File: src/rtl/tccs_pkg.sv
// Shared constants and controller/datapath interface types for the text console.
package tccs_pkg;

    localparam int COLUMNS_DEF = 80;
    localparam int ROWS_DEF    = 25;

    localparam int CHAR_W   = 8;
    localparam int COLOR_W  = 8;
    localparam int INDEX_W  = 11;
    localparam int CELL_W   = 16;
    localparam int ROW_W    = 5;
    localparam int COLUMN_W = 7;

    localparam logic              CMD_PUT  = 1'b0;
    localparam logic              CMD_READ = 1'b1;

    localparam logic [CHAR_W-1:0]  NEWLINE_CODE     = 8'h0A;
    localparam logic [CHAR_W-1:0]  SPACE_CODE       = 8'h20;
    localparam logic [COLOR_W-1:0] TEXT_COLOR_RESET = 8'h07;
    localparam logic [CELL_W-1:0]  BLANK_CELL       = 16'h0720;

    typedef struct packed {
        logic load_item;
        logic exec_put;
        logic rd_issue;
        logic rd_capture;
        logic clear_write;
        logic copy_step;
        logic fill_write;
        logic sweep_reset;
        logic load_out;
    } ctrl_cmd_t;

    typedef struct packed {
        logic item_read;
        logic exec_scroll;
        logic clear_last;
        logic copy_last;
        logic fill_last;
        logic out_free;
    } dp_status_t;

endpackage

File: src/rtl/tccs_controller.sv
// Controller state machine: clearing pass, item execution, scroll copy and fill, result hand-off.
module tccs_controller (
    input  logic                 clk,
    input  logic                 rst_n,
    input  logic                 in_valid,
    output logic                 in_stall,
    input  tccs_pkg::dp_status_t status,
    output tccs_pkg::ctrl_cmd_t  cmd
);

    typedef enum logic [6:0] {
        ST_CLEAR = 7'b0000001,
        ST_IDLE  = 7'b0000010,
        ST_EXEC  = 7'b0000100,
        ST_RDATA = 7'b0001000,
        ST_COPY  = 7'b0010000,
        ST_FILL  = 7'b0100000,
        ST_DONE  = 7'b1000000
    } state_t;

    state_t state_reg, state_next;

    always_comb
    begin
        state_next = state_reg;
        cmd        = '0;
        unique case (state_reg)
            ST_CLEAR:
            begin
                cmd.clear_write = 1'b1;
                if (status.clear_last)
                begin
                    cmd.sweep_reset = 1'b1;
                    state_next      = ST_IDLE;
                end
            end
            ST_IDLE:
            begin
                if (in_valid)
                begin
                    cmd.load_item = 1'b1;
                    state_next    = ST_EXEC;
                end
            end
            ST_EXEC:
            begin
                if (status.item_read)
                begin
                    cmd.rd_issue = 1'b1;
                    state_next   = ST_RDATA;
                end
                else
                begin
                    cmd.exec_put = 1'b1;
                    if (status.exec_scroll)
                    begin
                        cmd.sweep_reset = 1'b1;
                        state_next      = ST_COPY;
                    end
                    else
                    begin
                        state_next = ST_DONE;
                    end
                end
            end
            ST_RDATA:
            begin
                cmd.rd_capture = 1'b1;
                state_next     = ST_DONE;
            end
            ST_COPY:
            begin
                cmd.copy_step = 1'b1;
                if (status.copy_last)
                begin
                    cmd.sweep_reset = 1'b1;
                    state_next      = ST_FILL;
                end
            end
            ST_FILL:
            begin
                cmd.fill_write = 1'b1;
                if (status.fill_last)
                begin
                    cmd.sweep_reset = 1'b1;
                    state_next      = ST_DONE;
                end
            end
            ST_DONE:
            begin
                if (status.out_free)
                begin
                    cmd.load_out = 1'b1;
                    state_next   = ST_IDLE;
                end
            end
            default:
            begin
                state_next = ST_CLEAR;
            end
        endcase
    end

    always_ff @(posedge clk or negedge rst_n)
    begin
        if (!rst_n)
        begin
            state_reg <= ST_CLEAR;
        end
        else
        begin
            state_reg <= state_next;
        end
    end

    assign in_stall = (state_reg != ST_IDLE);

endmodule

File: config.mk
export PLATFORM = sky130hd
export DESIGN_NAME = tccs_controller
export DESIGN_NICKNAME = d
export VERILOG_FILES = /design/src/rtl/tccs_pkg.sv /design/src/rtl/tccs_controller.sv
export SDC_FILE = /design/constraint.sdc
export NUM_CORES = 1
export LEC_CHECK = 0
export ABC_AREA = 1
export BUFFER_PORTS_ARGS = -buffer_cell sky130_fd_sc_hd__buf_4
export CAP_MARGIN = 15
export CORE_AREA = 2 2 39 41
export CTS_BUF_LIST = sky130_fd_sc_hd__clkbuf_8
export DETAILED_ROUTE_END_ITERATION = 12
export DIE_AREA = 0 0 41 43
export MAX_ROUTING_LAYER = met4
export PLACE_DENSITY_LB_ADDON = 0.05
export SETUP_SLACK_MARGIN = 0.2
export SLEW_MARGIN = 5
export SYNTH_ARGS = -nofsm -noshare
export SYNTH_HDL_FRONTEND = slang
export SYNTH_SLANG_ARGS = --single-unit
File: constraint.sdc
create_clock -name clk -period 1.75 [get_ports clk]
set_clock_uncertainty 0.2 [all_clocks]
set_input_delay 0.175 -clock clk [delete_from_list [all_inputs] [get_ports clk]]
set_output_delay 0.175 -clock clk [all_outputs]
set_load 0.02 [all_outputs]
Yosys cells after proc, flatten, opt, wreduce, memory -nomap -nowiden
Index checks and enable logic that the tools add are counted.
Storage, ports and cells
  register bits after elaboration: 7
  latch bits: 0
  bits in writable memories: 0
  bits in read-only memories: 0
  input port bits: 9
  output and inout bits: 10
  word-level logic and storage cells: 40
  memories: 0
Operators by class
  add/subtract/negate cells: 0
  multiply operators: 0
  divide/modulo/power cells: 0
  order comparisons: 0
  equal/unequal tests: 13
  shift-type cells: 0
  multiplexer cells: 25
  bitwise operators: 0
  reduce and logical (&&, ||, !) cells: 1
Operators with widths (count)
  $mux W7: 7
  $pmux W7 S7: 1
  $mux W1: 15
  $ne A2 B2 Y1 const B: 5
  $eq A7 B1 Y1 const B: 1
  $eq A7 B2 Y1 const B: 1
  $eq A7 B3 Y1 const B: 1
  $eq A7 B4 Y1 const B: 1
  $eq A7 B5 Y1 const B: 1
  $eq A7 B6 Y1 const B: 1
  $eq A7 B7 Y1 const B: 1
  $ne A7 B2 Y1 const B: 1
  $reduce_and A5 Y1: 1
  $pmux W1 S4: 1
  $mux W2: 1

Logic depth before layout (Yosys ltp)
  depth in word-level cells: 3
  gate-level depth with buffers: 8
  depth with buffers taken out: 8

Worst setup path before layout
No wires, ideal clock.
  path kind: register -> output
  start point: reg state_reg[2]
  end point: out cmd[1] in the netlist's numbering
  arrival time: 1.231 ns
  data required time: 1.375 ns
  slack: 0.144 ns
  stages on the path, launching flop included: 8
  path buffers: 0
  path through: dfrtp_1 -> inv_1 -> nand2_2 -> nor2_2 -> nand2_1 -> inv_1 -> nand2_1 -> nand4_1
RTL lines
  start, declared: line tccs_controller.sv:21  | state_t state_reg, state_next;
  start signal, assigned: line tccs_controller.sv:112  | state_reg <= state_next;
  end, declared: line tccs_controller.sv:8  | output tccs_pkg::ctrl_cmd_t cmd

==> summary.txt <==
Outcome: finished with violations
Failing checks: setup timing
Cell repeated most along the worst path: nand2_2
Dpl ws: 0.134 ns
Slew HR: 81.1%
Initial DRC Count: 9
Synth Instances: 83
FF-to-FF End: state_reg[1]
First-pass GRT wire length: 2480 µm
Max-cap viol count: 0
Max Slew Vio Count: 0
Hold Fails Final Rpt: 0
CP startpoint kind: flop
Initial antenna violation count: 0
Data required, critical path: 1.37 ns
Final worst slack: -0.100 ns
Slew @ Worst Pin: 0.282 ns
Pre-antenna DRT Iters: 4
CP bufs+invs: 2
CP Class: flop to output pin
DR vias: 709
Sequential area share after synthesis: 32.6%
Number of global-route vias before repair: 621
Syn Nets: 92
Maximum ir drop on the vdd rail: 1.08 mV
Clk sink count: 7
Number of vias per cell: 4.99
CP top delay family: simple AND/OR/NAND/NOR gates
Wire per inst: 14.4 µm
Min Hold Slack: 0.0263 ns
Sw Ratio: 44.7%
PD cells: 1270 mW/mm²
FMAX: 540 MHz
Total Routing Usage GR: 22.4%
Clock transition at path regs: 0.04 ns
Critical path endpoint category: output pin
Reg2reg setup slack: 0.11 ns
Grt total ovfl: 0
# setup viols final: 3
N_diodes: 0
Starting Density: 39.2%
Power share of the sequential group: 17.4%
Root buffer cell: clkbuf_8
Crit Reg-Reg Startpoint: state_reg[4]
Fraction of layout cells with a size suffix above 1: 71.4%
Yosys warnings: 0
Placed instance area: 707 µm²
Buffers added on ports: 18
ANT nets after route: 0
Worst min path class: input port to flop
Crit. Startpoint: state_reg[1]
Worst path cell trace: inv_2, nand2_4, nor3_4, nand2_2, nor2_4, nand2_2, nand4_1, buf_4
Max FFs per register: 7
Most common cell after layout, fill and taps aside: buf_4
CP max stage delay: 0.41 ns
Mapped cell area: 542 µm²
CORE AREA: 0.00138 mm²
Number of H-tree levels: 1
Die ar.: 0.00176 mm²
Worst-path maximum fanout: 3
WP data arrival: 1.48 ns
Hold Crit Depth: 3
Library cells used by synthesis: 15
Period utilisation layout: 106%
Cts bufs inserted: 3
CTS tree: built
Die W: 41 µm
Final Instance Area: 0.00109 mm²
Routability cong.: 0.904
Post-layout power: 1.38 mW
Largest net degree at the start of global routing: 8
Area grow syn2layout: 101%
Psw: 0.618 mW
Worst reg2reg path depth: 10
Final Critical Period: 1.85 ns
Post-route DRC: 0
Die Y: 43 µm
Min-delay src: status[5]
Avg Cell Area, Syn: 6.53 µm²
Clk buf depth: 2
Ports: 19
Clock Power Share: 16.2%
RSZ-0062 raised after global routing: true
Share of power burned in combinational logic: 66.4%
Critical-path top delay cell: dfrtp_1
Commonest non-fill, non-tap cells in the layout: buf_4 (29), nand2_2 (12), inv_2 (10)
Nets@finish: 136
Hold worst-path end: state_reg[3]
Final WL: 2040 µm
# placed instances: 118
Fill count: 98
Worst-skew pair later-pin latency: 0.23 ns
Hpwl dp: 1030 µm
Leak pwr: 0.551 nW
P_int: 0.763 mW
Synth Register Bits: 7
Row cnt: 14
Finished Layout Cells: 142
-- how the worst max path moves through the flow --
stage / cells past startpoint / slack (ns) / end
floorplan: 7 / 0.14 / cmd[1]
global placement: 8 / 0.15 / cmd[1]
detailed placement: 8 / 0.13 / cmd[1]
CTS: 8 / -0.07 / cmd[1]
global route: 8 / -0.17 / cmd[1]
finish: 8 / -0.10 / cmd[1]
-- through the flow --
stage                     util [%]  TNS [ns]
after floorplan                  -         0
after global placement        51.1         0
after detailed placement      51.1         0
after CTS                     67.5   -0.0668
after global routing          78.8    -0.452
final                         78.8    -0.170
-- Yosys cell counts --
| cell type | n | area (µm²) |
|---|---|---|
| nand4_1 | 1 | 6.26 |
| nor3_2 | 2 | 20.0 |
| dfstp_2 | 1 | 26.3 |
| o21ai_0 | 1 | 5.00 |
| nand2_1 | 22 | 82.6 |
| nor2_2 | 3 | 18.8 |
| inv_2 | 1 | 3.75 |
| nor2_4 | 3 | 33.8 |
| nand3_2 | 2 | 20.0 |
| nand2_2 | 3 | 18.8 |
| nand3_1 | 10 | 50.1 |
| dfrtp_1 | 6 | 150 |
| nor2_1 | 12 | 45.0 |
| inv_1 | 15 | 56.3 |
| nor3_1 | 1 | 5.00 |
-- cell type report --
class | instances | area (µm²) | area share [%]
Clock buffer | 3 | 41.3 | 3.79
Clock inverter | 1 | 3.75 | 0.344
Inverter | 16 | 60.1 | 5.51
Multi-Input combinational cell | 60 | 459 | 42.1
Sequential cell | 7 | 179 | 16.4
Tap cell | 16 | 20.0 | 1.84
Timing Repair Buffer | 39 | 327 | 30.0
-- tightest hold or removal path: stages --
cell and delay (ns):
buf_4 0.13, inv_1 0.07, nor2_1 0.04
-- what timing repair did --
item | CTS | global route
hold endpoints to repair | 9 | 0
hold buffers | 3 | 0
resized for setup | 29 | 28
setup endpoints to repair | 13 | 14
pin swaps | 9 | 9
setup buffers | 8 | 9
-- logic make-up (layout without fill, tap and decap cells) --
family | Yosys count | count (layout) | share of synthesized area (%)
compound gates | 1 | 1 | 0.923
buf+inv | 16 | 59 | 11.1
flops | 7 | 7 | 32.6
simple gates | 59 | 59 | 55.4
-- layer usage --
metal	track usage (%)	up-vias	part of all wire [%]
met1	26.4	333	38
met3	4.19	7	2.7
li1	-	343	-
met5	-	-	0
met2	31.6	26	57
met4	18.0	0	2.9
-- power groups by stage --
stage / registers, mW / clock network [mW] / logic (mW)
after floorplan: 0.226 / 0 / 0.314
after global routing: 0.247 / 0.235 / 0.967
final: 0.241 / 0.224 / 0.917
after global placement: 0.229 / 0 / 0.468
after CTS: 0.233 / 0.222 / 0.656
after detailed placement: 0.230 / 0 / 0.467
No activity file was read; power rests on OpenSTA's default activity.
